File: src/hw/rtl/rfrc_pkg.sv
`timescale 1ns / 1ps
// ----------------------------------------------------------------------------
// rfrc_pkg
// Shared types and codes for the relay feedback retry controller.
// ----------------------------------------------------------------------------
package rfrc_pkg;

    // controller states
    localparam logic [2:0] ST_OFF      = 3'd0;
    localparam logic [2:0] ST_OFF_WAIT = 3'd1;
    localparam logic [2:0] ST_ON       = 3'd2;
    localparam logic [2:0] ST_ON_WAIT  = 3'd3;
    localparam logic [2:0] ST_ERROR    = 3'd4;

    // events seen by the state handler
    localparam logic [2:0] EV_REFRESH = 3'd0;
    localparam logic [2:0] EV_OFF     = 3'd1;
    localparam logic [2:0] EV_ON      = 3'd2;
    localparam logic [2:0] EV_CHECK   = 3'd3;
    localparam logic [2:0] EV_RETRY   = 3'd4;

    // request action codes
    localparam logic [1:0] ACT_REFRESH = 2'd0;
    localparam logic [1:0] ACT_OFF     = 2'd1;
    localparam logic [1:0] ACT_ON      = 2'd2;
    localparam logic [1:0] ACT_TICK    = 2'd3;

    // configuration register indexes
    localparam int unsigned CFG_IDX_W = 3;
    localparam logic [CFG_IDX_W-1:0] REG_CHECKED_MODE      = 3'd0;
    localparam logic [CFG_IDX_W-1:0] REG_FEEDBACK_ENABLED  = 3'd1;
    localparam logic [CFG_IDX_W-1:0] REG_FEEDBACK_EXPECTED = 3'd2;
    localparam logic [CFG_IDX_W-1:0] REG_FEEDBACK_DELAY_S  = 3'd3;
    localparam logic [CFG_IDX_W-1:0] REG_MAX_ATTEMPTS      = 3'd4;
    localparam logic [CFG_IDX_W-1:0] REG_SAFETY_BYPASS     = 3'd5;
    localparam int unsigned CFG_DATA_W = 8;

    typedef struct packed {
        logic       checked_mode;
        logic       feedback_enabled;
        logic       feedback_expected;
        logic [7:0] feedback_delay_s;
        logic [7:0] max_attempts;
        logic       safety_bypass;
    } cfg_t;

    typedef struct packed {
        logic [2:0] fsm_state;
        logic [7:0] attempt_count;
        logic       relay_level;
        logic       exceeded_flag;
    } ctrl_t;

    // side effects requested by one handled event
    typedef struct packed {
        logic arm_check;
        logic arm_retry;
        logic start_timing;
        logic stop_timing;
    } hflags_t;

    typedef struct packed {
        logic [1:0] action;
        logic       safety_level;
        logic       heartbeat_missing;
        logic       feedback_level;
    } cmd_item_t;

    typedef struct packed {
        logic        relay_drive;
        logic        reported_on;
        logic [2:0]  ctrl_state;
        logic        attempts_exceeded;
        logic [31:0] work_seconds;
    } res_item_t;

endpackage

File: src/hw/rtl/rfrc_cfg_regs.sv
`timescale 1ns / 1ps
// ----------------------------------------------------------------------------
// rfrc_cfg_regs
// Configuration register file, written one register per request.
// ----------------------------------------------------------------------------
module rfrc_cfg_regs
(
    input  logic                                  clk,
    input  logic                                  rst_n,
    input  logic                                  wr_en,
    input  logic [rfrc_pkg::CFG_IDX_W-1:0]        wr_index,
    input  logic [rfrc_pkg::CFG_DATA_W-1:0]       wr_data,
    output rfrc_pkg::cfg_t                        cfg
);
    import rfrc_pkg::*;

    cfg_t cfg_reg;
    cfg_t cfg_next;

    always_comb
    begin
        cfg_next = cfg_reg;
        if (wr_en)
        begin
            unique case (wr_index)
                REG_CHECKED_MODE:      cfg_next.checked_mode      = wr_data[0];
                REG_FEEDBACK_ENABLED:  cfg_next.feedback_enabled  = wr_data[0];
                REG_FEEDBACK_EXPECTED: cfg_next.feedback_expected = wr_data[0];
                REG_FEEDBACK_DELAY_S:  cfg_next.feedback_delay_s  = wr_data;
                REG_MAX_ATTEMPTS:      cfg_next.max_attempts      = wr_data;
                REG_SAFETY_BYPASS:     cfg_next.safety_bypass     = wr_data[0];
                default:               cfg_next = cfg_reg; // unused index
            endcase
        end
    end

    always_ff @(posedge clk or negedge rst_n)
    begin
        if (!rst_n)
        begin
            cfg_reg.checked_mode      <= 1'b0;
            cfg_reg.feedback_enabled  <= 1'b0;
            cfg_reg.feedback_expected <= 1'b1;
            cfg_reg.feedback_delay_s  <= 8'd1;
            cfg_reg.max_attempts      <= 8'd3;
            cfg_reg.safety_bypass     <= 1'b0;
        end
        else
        begin
            cfg_reg <= cfg_next;
        end
    end

    assign cfg = cfg_reg;

endmodule

File: src/hw/rtl/rfrc_handler.sv
`timescale 1ns / 1ps
// ----------------------------------------------------------------------------
// rfrc_handler
// Next-state logic of the controller for a single event.
// ----------------------------------------------------------------------------
module rfrc_handler
(
    input  logic                enable,
    input  logic [2:0]          ev,
    input  rfrc_pkg::cfg_t      cfg,
    input  logic                safety_level,
    input  logic                heartbeat_missing,
    input  logic                feedback_level,
    input  rfrc_pkg::ctrl_t     ctrl_in,
    output rfrc_pkg::ctrl_t     ctrl_out,
    output rfrc_pkg::hflags_t   flags
);
    import rfrc_pkg::*;

    logic       gate_ok;
    logic       feedback_ok;
    logic [8:0] attempt_inc;

    assign gate_ok     = !cfg.checked_mode
                         || ((safety_level || cfg.safety_bypass) && !heartbeat_missing);
    assign feedback_ok = (feedback_level == cfg.feedback_expected);
    assign attempt_inc = {1'b0, ctrl_in.attempt_count} + 9'd1;

    always_comb
    begin
        ctrl_out = ctrl_in;
        flags    = '0;
        if (enable)
        begin
            unique case (ctrl_in.fsm_state)
                ST_ON:
                begin
                    if (ev == EV_OFF)
                    begin
                        ctrl_out.relay_level = 1'b0;
                        flags.stop_timing    = 1'b1;
                        ctrl_out.fsm_state   = ST_OFF;
                    end
                    else if (ev == EV_REFRESH)
                    begin
                        if (!gate_ok)
                        begin
                            ctrl_out.relay_level = 1'b0;
                            flags.stop_timing    = 1'b1;
                            ctrl_out.fsm_state   = ST_ERROR;
                        end
                        else if (cfg.feedback_enabled && !feedback_ok)
                        begin
                            ctrl_out.relay_level = 1'b0;
                            flags.stop_timing    = 1'b1;
                            flags.arm_retry      = 1'b1;
                            ctrl_out.fsm_state   = ST_OFF_WAIT;
                        end
                    end
                end
                ST_ON_WAIT:
                begin
                    if (ev == EV_OFF || (ev == EV_REFRESH && !gate_ok))
                    begin
                        ctrl_out.relay_level = 1'b0;
                        ctrl_out.fsm_state   = ST_OFF;
                    end
                    else if (ev == EV_CHECK)
                    begin
                        if (feedback_ok)
                        begin
                            ctrl_out.attempt_count = 8'd0;
                            ctrl_out.fsm_state     = ST_ON;
                        end
                        else if (attempt_inc < {1'b0, cfg.max_attempts})
                        begin
                            ctrl_out.attempt_count = attempt_inc[7:0];
                            ctrl_out.relay_level   = 1'b0;
                            flags.arm_retry        = 1'b1;
                            ctrl_out.fsm_state     = ST_OFF_WAIT;
                        end
                        else
                        begin
                            ctrl_out.exceeded_flag = 1'b1;
                            ctrl_out.relay_level   = 1'b0;
                            ctrl_out.fsm_state     = ST_OFF;
                        end
                    end
                end
                ST_OFF_WAIT:
                begin
                    if (ev == EV_ON)
                    begin
                        ctrl_out.attempt_count = 8'd0;
                    end
                    else if (ev == EV_OFF || (ev == EV_REFRESH && !gate_ok))
                    begin
                        ctrl_out.fsm_state = ST_OFF;
                    end
                    else if (ev == EV_RETRY)
                    begin
                        ctrl_out.relay_level = 1'b1;
                        flags.arm_check      = 1'b1;
                        ctrl_out.fsm_state   = ST_ON_WAIT;
                    end
                end
                default:
                begin
                    // off, error and the unused codes share the turn-on path
                    if (ev == EV_OFF && ctrl_in.fsm_state != ST_OFF)
                    begin
                        ctrl_out.fsm_state = ST_OFF;
                    end
                    else if (ev == EV_ON
                             || (ev == EV_REFRESH && ctrl_in.fsm_state != ST_OFF))
                    begin
                        if (gate_ok)
                        begin
                            ctrl_out.relay_level   = 1'b1;
                            ctrl_out.exceeded_flag = 1'b0;
                            ctrl_out.fsm_state     = ST_ON;
                            if (cfg.checked_mode)
                            begin
                                flags.start_timing = 1'b1;
                                if (cfg.feedback_enabled)
                                begin
                                    flags.arm_check        = 1'b1;
                                    ctrl_out.attempt_count = 8'd0;
                                    ctrl_out.fsm_state     = ST_ON_WAIT;
                                end
                            end
                        end
                        else if (ctrl_in.fsm_state == ST_OFF)
                        begin
                            ctrl_out.fsm_state = ST_ERROR;
                        end
                    end
                end
            endcase
        end
    end

endmodule

File: src/hw/rtl/rfrc_worktime.sv
`timescale 1ns / 1ps
// ----------------------------------------------------------------------------
// rfrc_worktime
// On-time counter; keeps the whole-second quotient alongside the tick count.
// ----------------------------------------------------------------------------
module rfrc_worktime
#(
    parameter int unsigned TICKS_PER_SECOND = 1000
)
(
    input  logic        clk,
    input  logic        rst_n,
    input  logic        update,
    input  logic        tick,
    input  logic        start,
    input  logic        stop,
    output logic [31:0] work_total_next
);
    localparam int unsigned SUB_W = (TICKS_PER_SECOND > 1) ? $clog2(TICKS_PER_SECOND) : 1;
    localparam logic [SUB_W-1:0] SUB_LAST = SUB_W'(TICKS_PER_SECOND - 1);

    logic             timing_active_reg, timing_active_next;
    logic [31:0]      elapsed_reg, elapsed_next;
    logic [SUB_W-1:0] sub_reg, sub_next;     // elapsed mod ticks per second
    logic [31:0]      sec_reg, sec_next;     // elapsed div ticks per second
    logic [31:0]      work_total_reg;

    always_comb
    begin
        timing_active_next = timing_active_reg;
        elapsed_next       = elapsed_reg;
        sub_next           = sub_reg;
        sec_next           = sec_reg;
        work_total_next    = work_total_reg;
        if (update)
        begin
            if (tick && timing_active_reg)
            begin
                elapsed_next = elapsed_reg + 32'd1;
                if (elapsed_reg == '1)
                begin
                    // count wraps to zero, so does the quotient
                    sub_next = '0;
                    sec_next = '0;
                end
                else if (sub_reg == SUB_LAST)
                begin
                    sub_next = '0;
                    sec_next = sec_reg + 32'd1;
                end
                else
                begin
                    sub_next = sub_reg + SUB_W'(1);
                end
            end
            if (start)
            begin
                timing_active_next = 1'b1;
                elapsed_next       = '0;
                sub_next           = '0;
                sec_next           = '0;
            end
            else if (stop && timing_active_reg)
            begin
                work_total_next    = work_total_reg + sec_reg;
                timing_active_next = 1'b0;
            end
        end
    end

    always_ff @(posedge clk or negedge rst_n)
    begin
        if (!rst_n)
        begin
            timing_active_reg <= 1'b0;
            elapsed_reg       <= '0;
            sub_reg           <= '0;
            sec_reg           <= '0;
            work_total_reg    <= '0;
        end
        else
        begin
            timing_active_reg <= timing_active_next;
            elapsed_reg       <= elapsed_next;
            sub_reg           <= sub_next;
            sec_reg           <= sec_next;
            work_total_reg    <= work_total_next;
        end
    end

endmodule

File: src/hw/rtl/relay_feedback_retry_controller.sv
`timescale 1ns / 1ps
// ----------------------------------------------------------------------------
// relay_feedback_retry_controller
// Relay coil controller with safety gating, feedback check and retries.
// ----------------------------------------------------------------------------
// One request (on, off, refresh or a millisecond tick) is taken per clock
// while the request side is not stalled, and its result is in the result
// register on the next cycle; the only thing that holds the request side
// back is a result still held under res_stall. A tick may fire
// the feedback check and then the retry event in the same cycle: the two are
// handled by two chained copies of the state logic. The on-time counter keeps
// the whole-second quotient incrementally, so no divider is needed. Config
// writes are always ready and should only be issued while the block is idle.
// ----------------------------------------------------------------------------
module relay_feedback_retry_controller
#(
    parameter int unsigned TICKS_PER_SECOND = 1000
)
(
    input  logic                              clk,
    input  logic                              rst_n,
    // request channel
    input  logic                              cmd_valid,
    output logic                              cmd_stall,
    input  rfrc_pkg::cmd_item_t               cmd,
    // result channel
    output logic                              res_valid,
    input  logic                              res_stall,
    output rfrc_pkg::res_item_t               res,
    // configuration write channel
    input  logic                              cfg_valid,
    output logic                              cfg_ready,
    input  logic [rfrc_pkg::CFG_IDX_W-1:0]    cfg_index,
    input  logic [rfrc_pkg::CFG_DATA_W-1:0]   cfg_data
);
    import rfrc_pkg::*;

    // timers hold up to 255 seconds of ticks
    localparam int unsigned TMR_W = $clog2(255 * TICKS_PER_SECOND + 1);
    localparam logic [TMR_W-1:0] DELAY_SCALE = TMR_W'(TICKS_PER_SECOND);

    cfg_t cfg;

    logic accept;
    logic tick;

    // controller and timer state
    ctrl_t            ctrl_reg, ctrl_next;
    logic             check_pending_reg, check_pending_next;
    logic [TMR_W-1:0] check_rem_reg, check_rem_next;
    logic             retry_pending_reg, retry_pending_next;
    logic [TMR_W-1:0] retry_rem_reg, retry_rem_next;

    // result register
    logic      res_valid_reg, res_valid_next;
    res_item_t res_reg, res_next;

    // combinational tick path through the two chained handlers
    logic [TMR_W-1:0] delay_ticks;
    logic [TMR_W-1:0] check_dec, retry_dec;
    logic             fire_check, fire_retry;
    logic             check_pending_a, retry_pending_a;
    logic [TMR_W-1:0] check_rem_a, retry_rem_a;
    logic [2:0]       ev_a;
    ctrl_t            ctrl_a;
    hflags_t          flags_a, flags_b;
    logic [31:0]      work_total_next;

    assign cfg_ready = 1'b1;
    assign cmd_stall = res_valid_reg && res_stall;
    assign accept    = cmd_valid && !cmd_stall;
    assign tick      = (cmd.action == ACT_TICK);

    rfrc_cfg_regs u_cfg
    (
        .clk      (clk),
        .rst_n    (rst_n),
        .wr_en    (cfg_valid && cfg_ready),
        .wr_index (cfg_index),
        .wr_data  (cfg_data),
        .cfg      (cfg)
    );

    assign delay_ticks = TMR_W'(cfg.feedback_delay_s) * DELAY_SCALE;

    // both counts drop first, then the check fires before the retry
    always_comb
    begin
        check_dec = check_rem_reg;
        retry_dec = retry_rem_reg;
        if (tick && check_pending_reg && check_rem_reg != '0)
        begin
            check_dec = check_rem_reg - TMR_W'(1);
        end
        if (tick && retry_pending_reg && retry_rem_reg != '0)
        begin
            retry_dec = retry_rem_reg - TMR_W'(1);
        end
    end

    assign fire_check = tick && check_pending_reg && (check_dec == '0);
    assign ev_a       = tick ? EV_CHECK : {1'b0, cmd.action};

    rfrc_handler u_handler_a
    (
        .enable            (!tick || fire_check),
        .ev                (ev_a),
        .cfg               (cfg),
        .safety_level      (cmd.safety_level),
        .heartbeat_missing (cmd.heartbeat_missing),
        .feedback_level    (cmd.feedback_level),
        .ctrl_in           (ctrl_reg),
        .ctrl_out          (ctrl_a),
        .flags             (flags_a)
    );

    always_comb
    begin
        check_pending_a = fire_check ? 1'b0 : check_pending_reg;
        check_rem_a     = check_dec;
        retry_pending_a = retry_pending_reg;
        retry_rem_a     = retry_dec;
        if (flags_a.arm_check)
        begin
            check_pending_a = 1'b1;
            check_rem_a     = delay_ticks;
        end
        if (flags_a.arm_retry)
        begin
            retry_pending_a = 1'b1;
            retry_rem_a     = delay_ticks;
        end
    end

    // a retry armed by the check with zero delay fires in the same tick
    assign fire_retry = tick && retry_pending_a && (retry_rem_a == '0);

    rfrc_handler u_handler_b
    (
        .enable            (fire_retry),
        .ev                (EV_RETRY),
        .cfg               (cfg),
        .safety_level      (cmd.safety_level),
        .heartbeat_missing (cmd.heartbeat_missing),
        .feedback_level    (cmd.feedback_level),
        .ctrl_in           (ctrl_a),
        .ctrl_out          (ctrl_next),
        .flags             (flags_b)
    );

    always_comb
    begin
        check_pending_next = check_pending_a;
        check_rem_next     = check_rem_a;
        retry_pending_next = fire_retry ? 1'b0 : retry_pending_a;
        retry_rem_next     = retry_rem_a;
        if (flags_b.arm_check)
        begin
            check_pending_next = 1'b1;
            check_rem_next     = delay_ticks;
        end
        if (flags_b.arm_retry)
        begin
            retry_pending_next = 1'b1;
            retry_rem_next     = delay_ticks;
        end
    end

    rfrc_worktime
    #(
        .TICKS_PER_SECOND (TICKS_PER_SECOND)
    )
    u_worktime
    (
        .clk             (clk),
        .rst_n           (rst_n),
        .update          (accept),
        .tick            (tick),
        .start           (flags_a.start_timing || flags_b.start_timing),
        .stop            (flags_a.stop_timing || flags_b.stop_timing),
        .work_total_next (work_total_next)
    );

    always_comb
    begin
        res_next.relay_drive       = ctrl_next.relay_level;
        res_next.reported_on       = (ctrl_next.fsm_state != ST_OFF);
        res_next.ctrl_state        = ctrl_next.fsm_state;
        res_next.attempts_exceeded = ctrl_next.exceeded_flag;
        res_next.work_seconds      = work_total_next;
    end

    // result slot frees when taken; a new request may refill it in that cycle
    assign res_valid_next = accept || (res_valid_reg && res_stall);

    always_ff @(posedge clk or negedge rst_n)
    begin
        if (!rst_n)
        begin
            ctrl_reg.fsm_state     <= ST_OFF;
            ctrl_reg.attempt_count <= '0;
            ctrl_reg.relay_level   <= 1'b0;
            ctrl_reg.exceeded_flag <= 1'b0;
            check_pending_reg      <= 1'b0;
            check_rem_reg          <= '0;
            retry_pending_reg      <= 1'b0;
            retry_rem_reg          <= '0;
            res_valid_reg          <= 1'b0;
        end
        else
        begin
            res_valid_reg <= res_valid_next;
            if (accept)
            begin
                ctrl_reg          <= ctrl_next;
                check_pending_reg <= check_pending_next;
                check_rem_reg     <= check_rem_next;
                retry_pending_reg <= retry_pending_next;
                retry_rem_reg     <= retry_rem_next;
            end
        end
    end

    always_ff @(posedge clk)
    begin
        if (accept)
        begin
            res_reg <= res_next;
        end
    end

    assign res_valid = res_valid_reg;
    assign res       = res_reg;

`ifndef ASSERT_OFF
    // coil is driven exactly in the two on states
    a_relay_matches_state: assert property (@(posedge clk) disable iff (!rst_n)
        ctrl_reg.relay_level == (ctrl_reg.fsm_state == ST_ON
                                 || ctrl_reg.fsm_state == ST_ON_WAIT))
        else $error("relay level disagrees with controller state");

    // give-up flag only appears on the way to off
    a_exceeded_goes_off: assert property (@(posedge clk) disable iff (!rst_n)
        $rose(ctrl_reg.exceeded_flag) |-> ctrl_reg.fsm_state == ST_OFF)
        else $error("attempts flag set outside off state");

    // every accepted request leaves a result behind
    a_accept_gives_result: assert property (@(posedge clk) disable iff (!rst_n)
        accept |=> res_valid_reg)
        else $error("accepted request produced no result");

    // request side is only held back by a pending result
    a_stall_needs_result: assert property (@(posedge clk) disable iff (!rst_n)
        cmd_stall |-> res_valid_reg && res_stall)
        else $error("request stalled without a held result");
`endif

endmodule
File: config.mk
export PLATFORM = sky130hd
export DESIGN_NAME = relay_feedback_retry_controller
export DESIGN_NICKNAME = d
export VERILOG_FILES = /design/src/hw/rtl/rfrc_pkg.sv /design/src/hw/rtl/rfrc_cfg_regs.sv /design/src/hw/rtl/rfrc_handler.sv /design/src/hw/rtl/rfrc_worktime.sv /design/src/hw/rtl/relay_feedback_retry_controller.sv
export SDC_FILE = /design/constraint.sdc
export NUM_CORES = 1
export LEC_CHECK = 0
export BUFFER_PORTS_ARGS = -buffer_cell sky130_fd_sc_hd__buf_2
export CAP_MARGIN = 20
export CORE_MARGIN = 2
export CORE_UTILIZATION = 63
export DETAILED_ROUTE_END_ITERATION = 7
export PLACE_DENSITY = 0.81
export SLEW_MARGIN = 20
export SYNTH_ARGS = -nofsm -noshare
export SYNTH_HDL_FRONTEND = slang
export SYNTH_SLANG_ARGS = --single-unit
export TNS_END_PERCENT = 30
File: constraint.sdc
create_clock -name clk -period 7.45 [get_ports clk]
set_input_delay 0.3725 -clock clk [delete_from_list [all_inputs] [get_ports clk]]
set_output_delay 0.3725 -clock clk [all_outputs]
set_load 0.02 [all_outputs]
Yosys cells after proc, flatten, opt, wreduce, memory -nomap -nowiden. Index checks and enable logic that the tools add are counted.

Register bits: 217. Input bits: 21. Output and inout bits: 41. Word-level logic and storage cells: 206.

Add/subtract/negate cells: 7. Multipliers: 1. $lt $le $gt $ge: 1. Eq/ne operators: 17. Multiplexer cells: 99. Reduce and logical (&&, ||, !) cells: 56.

Operators with widths (number): $mux 32 (9); $mux 18 (6); $add 32x1->32 const B (2); $mux 10 (6); $mux 13 (4); $mux 1 (46); $logic_not 18->1 (2); $mux 3 (12); $reduce_bool 18->1 (2); $sub 18x1->18 const B (2); $add 32x32->32 (1); $eq 32x32->1 const B (1); $mux 8 (3); $pmux 8 s3 (1); $mux 11 (2); $reduce_and 2->1 (9); $logic_and 1x1->1 (16); $mul 8x7->15 const B (1); $eq 3x2->1 const B (4); $reduce_bool 3->1 (4); $add 10x1->10 const B (1); $eq 10x10->1 const B (1); $add 8x1->9 const B (1); $eq 3x1->1 const B (3); other kinds (19) (42).

Logic depth before layout (Yosys ltp).
Depth in word-level cells: 19. Gate-level depth with buffers: 20. Depth with buffers taken out: 18.

By module. Synthesis repeated with hierarchy kept, for this count alone.

Cells, all modules: 1765. Area, all modules: 15802.7 um2.

By module, submodules not included: rfrc_worktime (times used 1, cells each 782, area each 6999.2 um2, sequential area each 2677.6 um2); relay_feedback_retry_controller (times used 1, cells each 656, area each 6152.2 um2, sequential area each 2442.3 um2); rfrc_handler (times used 2, cells each 140, area each 904.6 um2, sequential area each 0.0 um2); rfrc_cfg_regs (times used 1, cells each 47, area each 842.1 um2, sequential area each 505.5 um2).

Least setup slack after synthesis. OpenSTA, ideal clock, no wires.

Path kind: reg2reg. Start point: register u_cfg.cfg_reg, in the netlist u_cfg.cfg[9]. End point: register check_rem_reg[7]. Library setup time: 126 ps. Arrival time: 5309 ps. Required time: 7324 ps. Setup slack: 2015 ps. Cell stages (with the launch flop): 20. Path buffers: 2. Clock period less this slack: 5435 ps. Cells stage by stage: dfstp_2 -> inv_1 -> fa_1 -> fa_1 -> fa_1 -> inv_1 -> fa_1 -> ha_1 -> inv_1 -> o21ai_0 -> a311oi_1 -> o211ai_1 -> xor2_1 -> or4_1 -> mux2i_1 -> and4b_1 -> buf_6 -> nor2_2 -> buf_2 -> o32a_1.

Cells in the longest elaborated chain, start to end: 6. Elaborated cells on any way between the ends: 7. Those cells by class: mul: 1; mux: 4; reduce/logical: 2.

Ends and longest elaborated chain: start: declaration (line rfrc_cfg_regs.sv:17) `cfg_t cfg_reg;`; start signal: assignment (line rfrc_cfg_regs.sv:50) `cfg_reg <= cfg_next;`; $mul 8x7->15 (*) (line relay_feedback_retry_controller.sv:84) `assign delay_ticks = TMR_W'(cfg.feedback_delay_s) * DELAY_SCALE;`; $mux 18 (line relay_feedback_retry_controller.sv:128) `if (flags_a.arm_retry)`; $logic_not 18->1 (line relay_feedback_retry_controller.sv:136) `assign fire_retry = tick && retry_pending_a && (retry_rem_a == '0);`; $logic_and 1x1->1 (line relay_feedback_retry_controller.sv:136); $mux 4 (line rfrc_handler.sv:33) `if (enable)`; $mux 18 (*) (line relay_feedback_retry_controller.sv:157) `if (flags_b.arm_check)`; end signal: assignment (line relay_feedback_retry_controller.sv:217) `check_rem_reg <= check_rem_next;`; end: declaration (line relay_feedback_retry_controller.sv:50) `logic [TMR_W-1:0] check_rem_reg, check_rem_next;`.

Mark *: on every way between the ends. The rest lies on a longest branch, timed or not. A chain may end at the register's enable or synchronous reset.

Worst setup path in the final report.
Start point: register u_cfg.cfg_reg, in the netlist u_cfg.cfg[9]. End point: register check_rem_reg[1].

Cells in the longest elaborated chain, start to end: 6.

Ends and longest elaborated chain (line): $mul 8x7->15 (relay_feedback_retry_controller.sv:84); $mux 18 (relay_feedback_retry_controller.sv:128); $logic_not 18->1 (relay_feedback_retry_controller.sv:136); $logic_and 1x1->1 (relay_feedback_retry_controller.sv:136); $mux 4 (rfrc_handler.sv:33); $mux 18 (relay_feedback_retry_controller.sv:157).

Every way passes these cells.

==> results.yml <==
floorplanning:
  die_w_um: 152
  core-area_sq_um: 21700
  die_h_um: 152
  die_area_sq_um: 23200
  start_util: 0.639
  io_pins: 62
  rows: 54
global_route:
  track_usage: 0.274
  grt_overflow: 0
  grt_pass1_wl_mm: 53.8
  first_global_vias: 11000
  grt_max_degree: 68
  antenna_found_initial: 0
detailed_routing:
  drc_errors: 0
  dr_total_vias: 11400
  wl_mm: 31.8
  antenna_left: 0
  wire_per_inst_um: 17.3
  drtIter0Drc: 994
  first_pass_iters: 6
  avgViaCountPerCell: 6.17
clock_tree:
  cts_tree: "yes"
  cts_buffer_depth: 3
  cts_buffers: 25
  htreeDepth: 1
  clk_latency_ns: 0.52
  clk_pin_slew_ns: 0.06
  cts_setup_buffers: 0
  cts_resized: 0
  cts_root_buf: "clkbuf_16"
  clkSinkCount: 217
  ctsHoldBuffers: 1
critical_path:
  crit_fanout: 20
  crit_arrival_ns: 6.80
  critical_path_class: "flip-flop to flip-flop"
  critical-path-top-delay-family: "adder cells"
  max_stage_delay_ns: 0.79
  end_kind: "flip-flop"
  start_kind: "flip-flop"
  cp-startpoint: "u_cfg.cfg[9]"
  r2r_slack_ns: 1.05
  critical_path_buf_inv_count: 3
  r2r_end: "check_rem_reg[1]"
  path_cells: "inv_1 -> fa_1 -> fa_1 -> fa_1 -> inv_1 -> fa_1 -> ha_1 -> inv_1 -> o21ai_0 -> a311oi_1 -> o211ai_1 -> xor2_1 -> or4_1 -> mux2i_1 -> nand4b_1 -> a31oi_1 -> o22ai_1"
  r2r_cells: 17
  reg2reg_from: "u_cfg.cfg[9]"
  slowest_stage: "nand4b_1"
  critPathRequiredTime_ns: 7.84
  path_common_cell: "fa_1"
run:
  maxCapViolCount: 0
logic_synthesis:
  yosys.area_share.adder: 0.107
  ys.warnings.count: 0
  synthCells: 1501
  ys.flop_type: "dfrtp_1"
  netlist.area_leader.share: 0.316
  yosys.area.top_type: "dfrtp_1"
  syn_area_sq_um: 13900
  syn_avg_cell_area_sq_um: 9.23
  synthTopCellsByArea: "dfrtp_1 (32%), edfxtp_1 (8.2%), ha_1 (7.4%)"
  synthSimpleGateAreaFrac: 0.209
  synth-compound-area-share: 0.162
  synth_top_family_by_area: "simple AND/OR/NAND/NOR gates"
  async_reset_ff_frac: 0.825
  ys_seq_area_frac: 0.406
  synth_cell_types: 88
  synthXorXnorAreaFrac: 0.0594
  syn_nets: 1627
  ys_ff_latch: 217
  synth_edf_count: 38
  synth_mux_area_frac: 0.0175
placed_design:
  place.gp.congestion: 0.899
  dp.final_hpwl_mm: 22.2
  post_dp_cell_area_sq_um: 14400
  io_buffer_count: 60
  place_worst_setup_slack_ns: 1.08
min_path:
  hold_path_startpoint: "cmd_valid"
  holdPathEnd: "res_valid"
  hold_depth: 2
  hold_class: "input port to flip-flop"
final_layout:
  final_area_sq_um: 15200
  layout_common_cells: "dfrtp_1 (175), nand2_1 (167), o21ai_0 (124)"
  n_fill_cell: 1643
  largest_register_ffs: 38
  final_nets: 1673
  area_growth_pct: 9.85
  final_common_cell: "dfrtp_1"
  drive_gt1_frac: 0.106
  antenna_cells: 0
timing:
  period_share: 0.859
  fmax_mhz: 156
  setup_viol: 0
  fin_ws_ns: 1.05
  rsz0062_at_grt: "no"
  skew_ns: 0.0194
  layout_min_cycle_time_ns: 6.40
  tightest_slew_ns: 0.957
  slew_headroom: 0.359
  fin_setup_tns_ns: 0
  slew_viol_final: 0
  final_hold_viol_count: 0
  hold_slack_ns: 0.0505
pwr:
  p_leak_nw: 6.90
  power_density_nw_per_um2: 334
  peakVddDrop_mv: 0.529
run_status:
  status: "completed"
## worst register-to-register path: stages (launching register included)
cell and delay [ns]:
dfstp_2 0.59, inv_1 0.12, fa_1 0.59, fa_1 0.45, fa_1 0.55, inv_1 0.06, fa_1 0.45, ha_1 0.32
inv_1 0.09, o21ai_0 0.13, a311oi_1 0.44, o211ai_1 0.18, xor2_1 0.19, or4_1 0.48, mux2i_1 0.24, nand4b_1 0.79
a31oi_1 0.48, o22ai_1 0.13
## synthesized netlist by cell type, drive strengths merged (6+ instances only)
| library cell | number |
|---|---|
| a21oi | 64 |
| fa | 23 |
| or3 | 20 |
| nand4 | 27 |
| mux2 | 18 |
| o211ai | 20 |
| dfrtp | 175 |
| nor2b | 7 |
| and4 | 10 |
| o21ai | 127 |
| nor2 | 120 |
| nor4 | 17 |
| edfxtp | 38 |
| nand4b | 6 |
| nand2 | 167 |
| xor2 | 56 |
| nand3 | 53 |
| o21a | 12 |
| nor3 | 39 |
| a31oi | 15 |
| inv | 87 |
| and2 | 17 |
| or2 | 10 |
| or4 | 10 |
| nor3b | 7 |
| and3 | 29 |
| clkbuf | 42 |
| a211oi | 12 |
| xnor2 | 38 |
| ha | 82 |
| o21bai | 8 |
| nand2b | 16 |
| o221ai | 6 |
| buf | 10 |
| a21o | 18 |
| o31ai | 11 |
## power breakdown
part           switching (mW)  leakage, nW  internal (mW)
registers               0.167         2.71           1.34
logic                    1.42         3.77          0.915
clock network           0.498        0.419          0.734
total                    2.09         6.90           2.99
## logic make-up after synthesis
logic type      count (synthesis)
buf+inv                       139
compound gates                350
flops                         217
fa+ha+maj                     105
mux                            22
other cells                     1
simple gates                  573
xor+xnor                       94
## layer usage
layer / vias to the layer above / track usage / wire (um)
li1: 5495 / - / -
met1: 5452 / 0.372 / 13900
met2: 359 / 0.466 / 15300
met3: 74 / 0.0319 / 1610
met4: 0 / 0.0841 / 956
met5: - / 0 / 0
## area by class of cell
cell class                 count  area [sq um]  share of cell area
clock inverter                15           139             0.00913
tap                          280           350              0.0230
timing repair buffer          71           392              0.0257
multi-input combinational   1145          7690               0.505
inverter                      87           328              0.0215
sequential                   217          5630               0.370
clock buffer                  30           694              0.0456
## worst max path at each step
stage	slack (ns)	end	depth (start not counted)
finish	1.05	check_rem_reg[1]	17
global route	0.62	check_rem_reg[1]	17
CTS	1.05	check_rem_reg[1]	17
detailed placement	1.08	check_rem_reg[1]	17
global placement	1.30	check_rem_reg[1]	17
floorplan	2.02	check_rem_reg[7]	19
## stage by stage
| step | utilization | cells | power [mW] |
|---|---|---|---|
| 2_1_floorplan | - | 1501 | 3.22 |
| 3_3_place_gp | 0.663 | 1799 | 3.73 |
| 3_5_place_dp | 0.663 | 1799 | 3.82 |
| 4_1_cts | 0.702 | 1845 | 5.08 |
| 5_1_grt | 0.702 | 1845 | 5.48 |
| 6_report | 0.702 | 1845 | 5.08 |
No activity file was read; power rests on OpenSTA's default activity.
